`src/rtl/llwd_pkg.sv`:
```
// Shared constants, result codes, controller states and the command/status
// structs of the least-loaded window dispatcher. Depends on nothing.
`default_nettype none
package llwd_pkg;

    localparam int QUEUE_DEPTH = 48;
    localparam int MAX_WINDOWS = 16;

    localparam int TIME_W   = 10;
    localparam int TICKET_W = 16;
    localparam int WINDOW_W = 4;
    localparam int LOAD_W   = 24;
    localparam int WCFG_W   = 5;

    // queue fill count holds 0..QUEUE_DEPTH, the address 0..QUEUE_DEPTH-1
    localparam int QCNT_W = $clog2(QUEUE_DEPTH + 1);
    localparam int QADR_W = (QUEUE_DEPTH > 1) ? $clog2(QUEUE_DEPTH) : 1;
    // window counter holds 0..MAX_WINDOWS, the index 0..MAX_WINDOWS-1
    localparam int WCNT_W = $clog2(MAX_WINDOWS + 1);
    localparam int WIDX_W = (MAX_WINDOWS > 1) ? $clog2(MAX_WINDOWS) : 1;

    localparam int ENTRY_W = TIME_W + TICKET_W;

    localparam logic [LOAD_W-1:0]   LOAD_MAX   = '1;
    localparam logic [TICKET_W-1:0] TICKET_MAX = '1;

    localparam logic [WCFG_W-1:0] WCOUNT_RESET = WCFG_W'(4);

    typedef enum logic [1:0] {
        KIND_ISSUED = 2'd0,
        KIND_ASSIGN = 2'd1,
        KIND_REPORT = 2'd2,
        KIND_FULL   = 2'd3
    } kind_t;

    typedef enum logic [2:0] {
        ST_IDLE,
        ST_FETCH,
        ST_SCAN,
        ST_ASSIGN,
        ST_REPORT
    } state_t;

    typedef struct packed {
        logic enq;
        logic dist_start;
        logic fetch;
        logic scan_step;
        logic assign_tkt;
        logic report;
    } llwd_cmd_t;

    typedef struct packed {
        logic count_zero;
        logic scan_done;
        logic last_ticket;
        logic last_window;
    } llwd_status_t;

endpackage
`default_nettype wire

```
`src/rtl/least_loaded_window_dispatcher.sv`:
```
// Top level of the least-loaded window dispatcher: APB register for the
// window count, controller and datapath. Uses llwd_pkg, llwd_ctrl, llwd_datapath.
// Enqueue: result beat in the cycle after accept; busy stays low, one per cycle.
// Distribute with pending tickets and active windows: busy through a fetch,
//   a serial min scan over the windows and an assign per ticket, then one
//   report per window; results stream out, receiver cannot stall.
// Reset: queue empty, loads zero, next ticket 1, window count 4; queue
//   memory contents are not cleared, so no clearing pass is needed.
`default_nettype none
module least_loaded_window_dispatcher (
    input  wire logic                          clk,
    input  wire logic                          rst_n,
    // command channel
    input  wire logic                          start,
    output logic                               busy,
    input  wire logic                          command,
    input  wire logic [llwd_pkg::TIME_W-1:0]   service_time,
    // result channel, one beat per cycle marked by valid
    output logic                               valid,
    output logic [1:0]                         kind,
    output logic [llwd_pkg::TICKET_W-1:0]      ticket,
    output logic [llwd_pkg::WINDOW_W-1:0]      window,
    output logic [llwd_pkg::LOAD_W-1:0]        load,
    output logic                               last,
    // configuration port
    input  wire logic                          psel,
    input  wire logic                          penable,
    input  wire logic                          pwrite,
    input  wire logic [2:0]                    paddr,
    input  wire logic [31:0]                   pwdata,
    output logic [31:0]                        prdata,
    output logic                               pready
);
    import llwd_pkg::*;

    logic [WCFG_W-1:0] wcount_reg;
    logic [WCFG_W-1:0] wcount_next;
    logic [WCNT_W-1:0] active_windows;
    logic              cfg_write;
    logic              sel_wcount;
    llwd_cmd_t         cmd;
    llwd_status_t      status;

    // only register 0 exists; byte address bit 2 selects the register slot
    assign pready     = 1'b1;
    assign sel_wcount = (paddr[2] == 1'b0);
    assign cfg_write  = psel && penable && pwrite && pready;
    assign prdata     = sel_wcount ? 32'(wcount_reg) : '0;

    always_comb
    begin
        wcount_next = wcount_reg;
        if (cfg_write && sel_wcount)
        begin
            wcount_next = pwdata[WCFG_W-1:0];
        end
    end

    always_ff @(posedge clk or negedge rst_n)
    begin
        if (!rst_n)
        begin
            wcount_reg <= WCOUNT_RESET;
        end
        else
        begin
            wcount_reg <= wcount_next;
        end
    end

    // clamp the programmed count: zero acts as one, above the maximum as the max
    always_comb
    begin
        if (wcount_reg == '0)
        begin
            active_windows = WCNT_W'(1);
        end
        else if (32'(wcount_reg) > MAX_WINDOWS)
        begin
            active_windows = WCNT_W'(MAX_WINDOWS);
        end
        else
        begin
            active_windows = WCNT_W'(wcount_reg);
        end
    end

    // hold the sequence in the controller, the state in the datapath
    llwd_ctrl u_ctrl (
        .clk     (clk),
        .rst_n   (rst_n),
        .start   (start),
        .command (command),
        .status  (status),
        .cmd     (cmd),
        .busy    (busy)
    );

    llwd_datapath u_datapath (
        .clk            (clk),
        .rst_n          (rst_n),
        .cmd            (cmd),
        .service_time   (service_time),
        .active_windows (active_windows),
        .status         (status),
        .valid          (valid),
        .kind           (kind),
        .ticket         (ticket),
        .window         (window),
        .load           (load),
        .last           (last)
    );

endmodule
`default_nettype wire

```
`src/rtl/llwd_ctrl.sv`:
```
// Sequencing state machine of the dispatcher: accepts beats and steps the
// datapath through fetch, window scan, assignment and report. Uses llwd_pkg.
`default_nettype none
module llwd_ctrl (
    input  wire logic                  clk,
    input  wire logic                  rst_n,
    input  wire logic                  start,
    input  wire logic                  command,
    input  wire llwd_pkg::llwd_status_t status,
    output llwd_pkg::llwd_cmd_t        cmd,
    output logic                       busy
);
    import llwd_pkg::*;

    state_t state_reg;
    state_t state_next;
    logic   accept;

    assign busy   = (state_reg != ST_IDLE);
    assign accept = start && !busy;

    always_ff @(posedge clk or negedge rst_n)
    begin
        if (!rst_n)
        begin
            state_reg <= ST_IDLE;
        end
        else
        begin
            state_reg <= state_next;
        end
    end

    always_comb
    begin
        state_next = state_reg;
        case (state_reg)
            ST_IDLE:
            begin
                if (accept && command)
                begin
                    state_next = status.count_zero ? ST_REPORT : ST_FETCH;
                end
            end
            ST_FETCH:  state_next = ST_SCAN;
            ST_SCAN:
            begin
                if (status.scan_done)
                begin
                    state_next = ST_ASSIGN;
                end
            end
            ST_ASSIGN: state_next = status.last_ticket ? ST_REPORT : ST_FETCH;
            ST_REPORT:
            begin
                if (status.last_window)
                begin
                    state_next = ST_IDLE;
                end
            end
            default:   state_next = ST_IDLE;
        endcase
    end

    always_comb
    begin
        cmd = '0;
        case (state_reg)
            ST_IDLE:
            begin
                cmd.enq        = accept && !command;
                cmd.dist_start = accept && command;
            end
            ST_FETCH:  cmd.fetch      = 1'b1;
            ST_SCAN:   cmd.scan_step  = !status.scan_done;
            ST_ASSIGN: cmd.assign_tkt = 1'b1;
            ST_REPORT: cmd.report     = 1'b1;
            default:   cmd = '0;
        endcase
    end

endmodule
`default_nettype wire

```
`src/rtl/llwd_datapath.sv`:
```
// Datapath of the dispatcher: pending ticket queue memory, ticket counter,
// window loads, serial minimum search and result registers. Uses llwd_pkg.
`default_nettype none
module llwd_datapath (
    input  wire logic                            clk,
    input  wire logic                            rst_n,
    input  wire llwd_pkg::llwd_cmd_t             cmd,
    input  wire logic [llwd_pkg::TIME_W-1:0]     service_time,
    input  wire logic [llwd_pkg::WCNT_W-1:0]     active_windows,
    output llwd_pkg::llwd_status_t               status,
    output logic                                 valid,
    output logic [1:0]                           kind,
    output logic [llwd_pkg::TICKET_W-1:0]        ticket,
    output logic [llwd_pkg::WINDOW_W-1:0]        window,
    output logic [llwd_pkg::LOAD_W-1:0]          load,
    output logic                                 last
);
    import llwd_pkg::*;

    logic [ENTRY_W-1:0] queue_mem [QUEUE_DEPTH];
    logic [ENTRY_W-1:0] rd_data_reg;

    logic [QCNT_W-1:0]   count_reg,  count_next;
    logic [QADR_W-1:0]   tidx_reg,   tidx_next;
    logic [TICKET_W-1:0] tnum_reg,   tnum_next;
    logic [WCNT_W-1:0]   scan_w_reg, scan_w_next;
    logic [WIDX_W-1:0]   best_idx_reg, best_idx_next;
    logic [LOAD_W-1:0]   best_val_reg, best_val_next;
    logic [LOAD_W-1:0]   load_reg [MAX_WINDOWS];
    logic [LOAD_W-1:0]   load_next [MAX_WINDOWS];

    logic                valid_reg,  valid_next;
    kind_t               kind_reg,   kind_next;
    logic [TICKET_W-1:0] ticket_reg, ticket_next;
    logic [WINDOW_W-1:0] window_reg, window_next;
    logic [LOAD_W-1:0]   lres_reg,   lres_next;
    logic                last_reg,   last_next;

    logic                queue_full;
    logic                wr_en;
    logic [WIDX_W-1:0]   scan_idx;
    logic [LOAD_W-1:0]   scan_load;
    logic [LOAD_W:0]     sum_wide;
    logic [LOAD_W-1:0]   sum_sat;
    logic [TIME_W-1:0]   rd_time;
    logic [TICKET_W-1:0] rd_ticket;

    assign queue_full = (count_reg == QCNT_W'(QUEUE_DEPTH));
    assign wr_en      = cmd.enq && !queue_full;
    assign scan_idx   = scan_w_reg[WIDX_W-1:0];
    assign scan_load  = load_reg[scan_idx];
    assign rd_time    = rd_data_reg[ENTRY_W-1:TICKET_W];
    assign rd_ticket  = rd_data_reg[TICKET_W-1:0];
    assign sum_wide   = {1'b0, best_val_reg} + (LOAD_W + 1)'(rd_time);
    assign sum_sat    = sum_wide[LOAD_W] ? LOAD_MAX : sum_wide[LOAD_W-1:0];

    assign status.count_zero  = (count_reg == '0);
    assign status.scan_done   = (scan_w_reg == active_windows);
    assign status.last_ticket = ((QCNT_W'(tidx_reg) + QCNT_W'(1)) == count_reg);
    assign status.last_window = ((scan_w_reg + WCNT_W'(1)) == active_windows);

    // queue storage: no reset, only entries below the fill count are read
    always_ff @(posedge clk)
    begin
        if (wr_en)
        begin
            queue_mem[count_reg[QADR_W-1:0]] <= {service_time, tnum_reg};
        end
        if (cmd.fetch)
        begin
            rd_data_reg <= queue_mem[tidx_reg];
        end
    end

    always_comb
    begin
        count_next    = count_reg;
        tidx_next     = tidx_reg;
        tnum_next     = tnum_reg;
        scan_w_next   = scan_w_reg;
        best_idx_next = best_idx_reg;
        best_val_next = best_val_reg;
        load_next     = load_reg;
        valid_next    = 1'b0;
        kind_next     = kind_reg;
        ticket_next   = ticket_reg;
        window_next   = window_reg;
        lres_next     = lres_reg;
        last_next     = last_reg;

        if (cmd.enq)
        begin
            valid_next  = 1'b1;
            window_next = '0;
            lres_next   = '0;
            last_next   = 1'b1;
            if (queue_full)
            begin
                kind_next   = KIND_FULL;
                ticket_next = '0;
            end
            else
            begin
                kind_next   = KIND_ISSUED;
                ticket_next = tnum_reg;
                count_next  = count_reg + QCNT_W'(1);
                tnum_next   = (tnum_reg == TICKET_MAX) ? TICKET_W'(1)
                                                       : tnum_reg + TICKET_W'(1);
            end
        end

        if (cmd.dist_start)
        begin
            tidx_next   = '0;
            scan_w_next = '0;
        end

        if (cmd.fetch)
        begin
            best_idx_next = '0;
            best_val_next = load_reg[0];
            scan_w_next   = WCNT_W'(1);
        end

        if (cmd.scan_step)
        begin
            if (scan_load < best_val_reg)
            begin
                best_val_next = scan_load;
                best_idx_next = scan_idx;
            end
            scan_w_next = scan_w_reg + WCNT_W'(1);
        end

        if (cmd.assign_tkt)
        begin
            load_next[best_idx_reg] = sum_sat;
            tidx_next   = tidx_reg + QADR_W'(1);
            scan_w_next = '0;
            valid_next  = 1'b1;
            kind_next   = KIND_ASSIGN;
            ticket_next = rd_ticket;
            window_next = WINDOW_W'(best_idx_reg);
            lres_next   = sum_sat;
            last_next   = 1'b0;
        end

        if (cmd.report)
        begin
            scan_w_next = scan_w_reg + WCNT_W'(1);
            valid_next  = 1'b1;
            kind_next   = KIND_REPORT;
            ticket_next = '0;
            window_next = WINDOW_W'(scan_w_reg);
            lres_next   = scan_load;
            last_next   = status.last_window;
            if (status.last_window)
            begin
                count_next = '0;
            end
        end
    end

    always_ff @(posedge clk or negedge rst_n)
    begin
        if (!rst_n)
        begin
            count_reg <= '0;
            tnum_reg  <= TICKET_W'(1);
            valid_reg <= 1'b0;
            for (int i = 0; i < MAX_WINDOWS; i++)
            begin
                load_reg[i] <= '0;
            end
        end
        else
        begin
            count_reg <= count_next;
            tnum_reg  <= tnum_next;
            valid_reg <= valid_next;
            load_reg  <= load_next;
        end
    end

    always_ff @(posedge clk)
    begin
        tidx_reg     <= tidx_next;
        scan_w_reg   <= scan_w_next;
        best_idx_reg <= best_idx_next;
        best_val_reg <= best_val_next;
        kind_reg     <= kind_next;
        ticket_reg   <= ticket_next;
        window_reg   <= window_next;
        lres_reg     <= lres_next;
        last_reg     <= last_next;
    end

    assign valid  = valid_reg;
    assign kind   = kind_reg;
    assign ticket = ticket_reg;
    assign window = window_reg;
    assign load   = lres_reg;
    assign last   = last_reg;

`ifndef ASSERT_OFF
    a_count_bound: assert property (@(posedge clk) disable iff (!rst_n)
        count_reg <= QCNT_W'(QUEUE_DEPTH))
        else $error("pending count above queue depth");

    a_full_reject: assert property (@(posedge clk) disable iff (!rst_n)
        (cmd.enq && queue_full) |=> (valid_reg && kind_reg == KIND_FULL))
        else $error("full queue enqueue did not reject");

    a_report_empties: assert property (@(posedge clk) disable iff (!rst_n)
        (valid_reg && last_reg && kind_reg == KIND_REPORT) |-> (count_reg == '0))
        else $error("queue not emptied after final report");

    a_window_range: assert property (@(posedge clk) disable iff (!rst_n)
        (valid_reg && (kind_reg == KIND_ASSIGN || kind_reg == KIND_REPORT))
        |-> (WCNT_W'(window_reg) < active_windows))
        else $error("window index outside active range");
`endif

endmodule
`default_nettype wire

```
`config.mk`:
```
export PLATFORM = sky130hd
export DESIGN_NAME = least_loaded_window_dispatcher
export DESIGN_NICKNAME = d
export VERILOG_FILES = /design/src/rtl/llwd_pkg.sv /design/src/rtl/least_loaded_window_dispatcher.sv /design/src/rtl/llwd_ctrl.sv /design/src/rtl/llwd_datapath.sv
export SDC_FILE = /design/constraint.sdc
export NUM_CORES = 2
export LEC_CHECK = 0
export BUFFER_PORTS_ARGS = -buffer_cell sky130_fd_sc_hd__buf_2
export CAP_MARGIN = 40
export CORE_MARGIN = 10
export CORE_UTILIZATION = 28
export DETAILED_ROUTE_END_ITERATION = 12
export SLEW_MARGIN = 20
export SYNTH_ARGS = -nofsm -noshare
export SYNTH_HDL_FRONTEND = slang
export SYNTH_HIERARCHICAL = 1
export SYNTH_SLANG_ARGS = --single-unit
```
`constraint.sdc`:
```
create_clock -name clk -period 7.3 [get_ports clk]
set_input_delay 0.365 -clock clk [delete_from_list [all_inputs] [get_ports clk]]
set_output_delay 0.365 -clock clk [all_outputs]
set_load 0.1 [all_outputs]
```
After elaboration in Yosys (flattened, before gate mapping) --
Memories as Yosys holds them, arrays and structs flattened. A register that Yosys moved wholly into a read port is not among the register bits. Cells that the tools add are included. W data, S select, Z words.
Word-level totals: register bits after elaboration 501, bits in writable memories 1248, bits of input ports 52, output and inout port bits 82, word-level logic and storage cells 138, memories kept 1
Cells by class: add/subtract/negate cells 5, order comparisons 5, eq/ne operators 12, mux-type cells 59, bitwise gates (word level) 4, reduce and logical (&&, ||, !) cells 22
Memories:
- u_datapath.queue_mem | words 48, bits a word 26, read ports 1, clocked after Yosys merged registers in 1, write ports 1, RTL line llwd_datapath.sv:20 | logic [ENTRY_W-1:0] queue_mem [QUEUE_DEPTH];
Operators by type and width (number):
- $bwmux W384 | 1
- $mux W24 | 10
- $bmux W24 S4 | 1
- $demux W24 S4 | 1
- $mux W16 | 4
- $mux W5 | 8
- $mux W6 | 6
- $add A24 B10 Y25 | 1
- $lt A24 B24 Y1 | 1
- $mux W4 | 6
- $add A16 B1 Y16 const B | 1
- $eq A16 B16 Y1 const B | 1
- $mux W3 | 5
- $pmux W3 S5 | 1
- $add A6 B1 Y6 const B | 2
- $mux W1 | 12
- $eq A5 B5 Y1 | 2
- $ge A5 B5 Y1 const B | 2
- $not A4 Y5 | 2
- $logic_and A1 B1 Y1 | 8
- $mux W2 | 4
- $eq A3 B2 Y1 const B | 2
- $eq A6 B6 Y1 | 1
- $eq A6 B6 Y1 const B | 1
- other kinds (17) | 24

Depth between registers and ports, before layout --
depth in word-level cells 10, depth in mapped cells 15, depth with buffers taken out 11

Modules after synthesis --
Netlist, hierarchy kept.
Modules (own cells, without submodules):
- llwd_datapath | times used 1, cells an instance 4348, area each 71877.7 um2
- least_loaded_window_dispatcher | times used 1, cells an instance 53, area each 500.5 um2
- llwd_ctrl | times used 1, cells an instance 28, area each 254.0 um2

Worst setup path after synthesis --
OpenSTA, ideal clock, no wires.
path type flip-flop to flip-flop, start point reg u_datapath.scan_w_reg[0], end point reg u_datapath.best_val_reg[10], arrival time 4210 ps, required time 7179 ps, path slack 2968 ps, cell stages (with the launch flop) 15, path buffers 4, clock period less this slack 4332 ps, path through edfxtp_1 buf_6 buf_2 buf_1 mux4_2 a22oi_1 nand2_1 ha_1 a2111oi_0 o21ai_0 a221oi_1 o311ai_0 a211oi_4 buf_8 mux2_4
Between the ends: longest elaborated chain between the ends 7, elaborated cells on any way between the ends 10, those cells by class order compare: 1; eq/ne: 1; mux: 6; bitwise: 1; reduce/logical: 1
Ends and longest elaborated chain:
- from (decl) | RTL line llwd_datapath.sv:26 | logic [WCNT_W-1:0] scan_w_reg, scan_w_next;
- from (signal assigned) | RTL line llwd_datapath.sv:188 | scan_w_reg <= scan_w_next;
- $not A4 Y5 (implied by the code) | RTL line llwd_datapath.sv:51 | assign scan_load = load_reg[scan_idx];
- $bmux W24 S4 | RTL line llwd_datapath.sv:51
- $mux W24 (implied by the code) (2 in series) | RTL line llwd_datapath.sv:51
- $lt A24 B24 Y1 | RTL line llwd_datapath.sv:127 | if (scan_load < best_val_reg)
- $mux W24 | RTL line llwd_datapath.sv:127
- $mux W24 (*) | RTL line llwd_datapath.sv:125 | if (cmd.scan_step)
- via u_datapath.best_val_next[10] | RTL line llwd_datapath.sv:28 | logic [LOAD_W-1:0] best_val_reg, best_val_next;
- to (signal assigned) | RTL line llwd_datapath.sv:190 | best_val_reg <= best_val_next;
- to (decl) | RTL line llwd_datapath.sv:28
The timed path passes the listed nets; every way through them passes the cells marked *. The select of a mux whose other input is x is not followed. A chain may end at the register's enable or synchronous reset.

Worst setup path in the final report --
start point reg u_datapath.scan_w_reg[0], end point reg u_datapath.best_val_reg[23]
Same word-level chain as after synthesis.

==> results.ini <==
[layout]
num-fill-cells=24800
num-nets-final=4676
register_area_mm2=0.0508
multi_input_area_mm2=0.0208
final_layout_size_suffix_gt1_frac=0.219
largest_reg_flops=1248
syn_to_final_growth_pct=15.0

[setup_path]
worstPathRequired_ns=7.99
crit_start=u_datapath/scan_w_reg[0]
crit_family=compound AO/OA/AOI/OAI gates
cp_max_fo=79
reg2reg_depth=13
r2r_end=u_datapath/best_val_reg[23]
cp_cell_sequence=buf_12, mux4_2, a22oi_1, nand2_1, ha_1, a2111oi_0, o21ai_0, a221oi_1, o311ai_0, buf_1, a211oi_4, buf_4, mux2_2
arrival_ns=6.11
crit_path_end=u_datapath/best_val_reg[23]
critical_path.startpoint_type=register
cp.depth=13
rrSetupSlack_ns=1.88
crit_buf_inv=3
cp_slowest_cell=edfxtp_1
crit_path_end_kind=register
worstSetupPathType=register to register
r2r_start=u_datapath/scan_w_reg[0]
max_stage_delay_ns=0.87

[power_and_ir_drop]
power_leakage_uw=0.0287
seq_power_share=0.413
combPwrFrac=0.313
p_sw_uw=10600
swShare=0.348
p_int_uw=19900
power.density_mw_per_mm2=365
ir_worst_vdd_mv=0.382
p_clk_frac=0.274

[die]
chipHeight_um=529
core_area_mm2=0.257
initial_core_util=0.282
rows=186
fp.dieW_um=529
io_pins=134
dieArea_mm2=0.280

[timing]
setup-tns-final_ns=0
worst_slack_ns=1.88
fin_skew_ns=0.0496
fin_crit_ns=5.42
finalCritPeriodShare=0.743
rsz0062_at_grt=false
worst_slew_pin_slew_ns=1.04
hold_viol=0
setup_viol=0
maxSlewViolCount=0
maxSlewHeadroom=0.306
fmax_mhz=184

[grt]
grt_first_pass_wirelength_mm=279
grt_max_degree=163
grt_pass1_vias=40400
overflow=0
antenna_found_initial=13
grt_use_total=0.133

[detailed_routing]
drc=0
drt_wl_total_mm=192
wire_per_inst_um=23.6
viasPerCell=5.02
drtAntennaViolNets=0
via_count=40700
drtIter0Drc=4109
drt_first_pass_iters=5

[run]
drv_cap=0

[clocking]
cts_hold_buf=11
clockBufferDepth=3
cts_setup_buffers=0
path_clk_slew_ns=0.06
clock_sinks=1775
clk_latency_ns=0.82
cts_tree=done
cts_root_buf=clkbuf_16
cts_made_buffers=167
h-tree-depth=4
postCtsResizedCells=0

[place]
portBuffers=76
gp_routability_congestion=0.839
pre_cts_ws_ns=1.91
hpwl_mm=112

[logic_synthesis]
yosysUniqueCellTypes=85
avgSynthCellArea_um2=16.4
synth-edff-count=1314
synthCells=4429
synth_area_leader_cell=edfxtp_1
ys_ff_latch=1775
synth_ff_type=edfxtp_1
syn-cell-area_mm2=0.0726
synthTopCellsByArea=edfxtp_1, dfrtp_1, mux4_2, mux2i_1, o21ai_0
yosys_warnings=6
synth_top_area_frac=0.543
ys_seq_area_frac=0.699
ys_async_sr_fraction=0.234

[worst_hold_path]
min_path_type=input port to register
holdCritStartpoint=service_time[8]

[outcome]
status=completed

## worst min path at each step
| stage | to | depth (start not counted) |
|---|---|---|
| 4_1_cts | u_ctrl/state_reg[2] | 4 |
| 2_1_floorplan | u_ctrl/state_reg[0] | 0 |
| 3_3_place_gp | u_datapath/load_reg[304] | 2 |
| 6_report | u_datapath/queue_mem[31][24] | 2 |
| 5_1_grt | u_datapath/queue_mem[31][24] | 2 |
| 3_5_place_dp | u_datapath/load_reg[106] | 2 |
## cell type report
class                   instances  area share
well taps                    3384      0.0507
inverters                      37     0.00169
repair buffers                276      0.0287
flip-flops and latches       1775       0.608
clock inverters                78     0.00740
clock buffers                 230      0.0545
diodes                          4    0.000120
multi-input cells            2328       0.249
## routing by layer
| layer | part of all wire | up-vias | GRT usage |
|---|---|---|---|
| met1 | 0.43 | 21200 | 0.185 |
| met2 | 0.46 | 1614 | 0.207 |
| met5 | 0.00025 | - | 0 |
| met4 | 0.026 | 6 | 0.0383 |
| met3 | 0.081 | 302 | 0.0297 |
| li1 | - | 17600 | - |
## power groups by stage
stage | sequential (uW) | combinational (uW) | clock (uW)
2_1_floorplan | 13400 | 5850 | 0
3_3_place_gp | 12800 | 9200 | 0
3_5_place_dp | 12800 | 9490 | 0
4_1_cts | 12600 | 9520 | 8550
5_1_grt | 12700 | 10300 | 8960
6_report | 12600 | 9560 | 8350
## worst reg2reg max path, cell delays in order, from the launching register on
cell	delay, ns
edfxtp_1	0.87
buf_12	0.55
mux4_2	0.70
a22oi_1	0.20
nand2_1	0.18
ha_1	0.25
a2111oi_0	0.39
o21ai_0	0.15
a221oi_1	0.38
o311ai_0	0.20
buf_1	0.18
a211oi_4	0.39
buf_4	0.50
mux2_2	0.41
## per-stage QoR
step	instance area [um2]	total power (uW)	std cells	hold WS (ns)	util
after floorplan	72700	19200	4455	0.0694	-
after global placement	77400	22000	7728	0.456	0.301
after detailed placement	77900	22300	7759	0.467	0.303
after CTS	83100	30700	8078	0.00858	0.323
after global routing	83500	32000	8110	0.000240	0.325
final	83500	30500	8112	0.00372	0.325
## Yosys cell counts (all sizes together) (7+ instances only)
master and number:
edfxtp 1314, nand2 422, dfrtp 413, o21ai 387, mux4 344, mux2i 222, clkbuf 196, nor2 155
buf 119, a21oi 118, mux2 112, o221ai 63, dfxtp 46, a221oi 45, nor3 41, ha 38
inv 34, nand3 31, o22ai 31, and3 27, xnor2 23, a22oi 21, nand2b 20, xor2 19
and2 18, a221o 14, nor2b 12, nand4 11, o31ai 10, a211oi 9, a311o 8, a31oi 8
or2 8, nand3b 7
## cell usage in the layout, fill, tap and decap left out, types with 10 or more instances in the layout
cell type / instances
nand4_1: 11
buf_12: 23
buf_4: 131
conb_1: 28
nand3_1: 30
and2_1: 15
xor2_1: 19
clkbuf_16: 170
and3_1: 27
xnor2_1: 23
clkinv_1: 37
clkinv_2: 25
nor2_4: 48
mux4_2: 342
dlygate4sd3_1: 18
o22ai_1: 31
buf_2: 83
dfxtp_1: 46
a22oi_1: 21
a221o_1: 14
nand2_1: 415
mux2_4: 19
a21oi_1: 117
a221oi_1: 45
mux2i_1: 221
nor2_1: 107
o21ai_0: 385
mux2_2: 93
clkbuf_1: 53
nand2b_1: 19
edfxtp_1: 1314
o221ai_1: 63
ha_1: 38
nor3_1: 40
inv_1: 33
nor2b_1: 10
dfrtp_1: 411
## logic make-up (layout without fill, tap and decap cells)
kind of cell | count (synthesis) | in the layout | share of synthesized area
buffers and inverters | 352 | 621 | 0.0216
other | 2 | 32 | 0.000103
XOR/XNOR | 42 | 42 | 0.00506
adder cells (fa/ha/maj) | 39 | 39 | 0.00682
flip-flops | 1775 | 1775 | 0.699
multiplexers | 678 | 678 | 0.156
AO/OA/AOI/OAI | 760 | 760 | 0.0644
AND/OR/NAND/NOR | 781 | 781 | 0.0473
(Power assumes the default switching activity.)
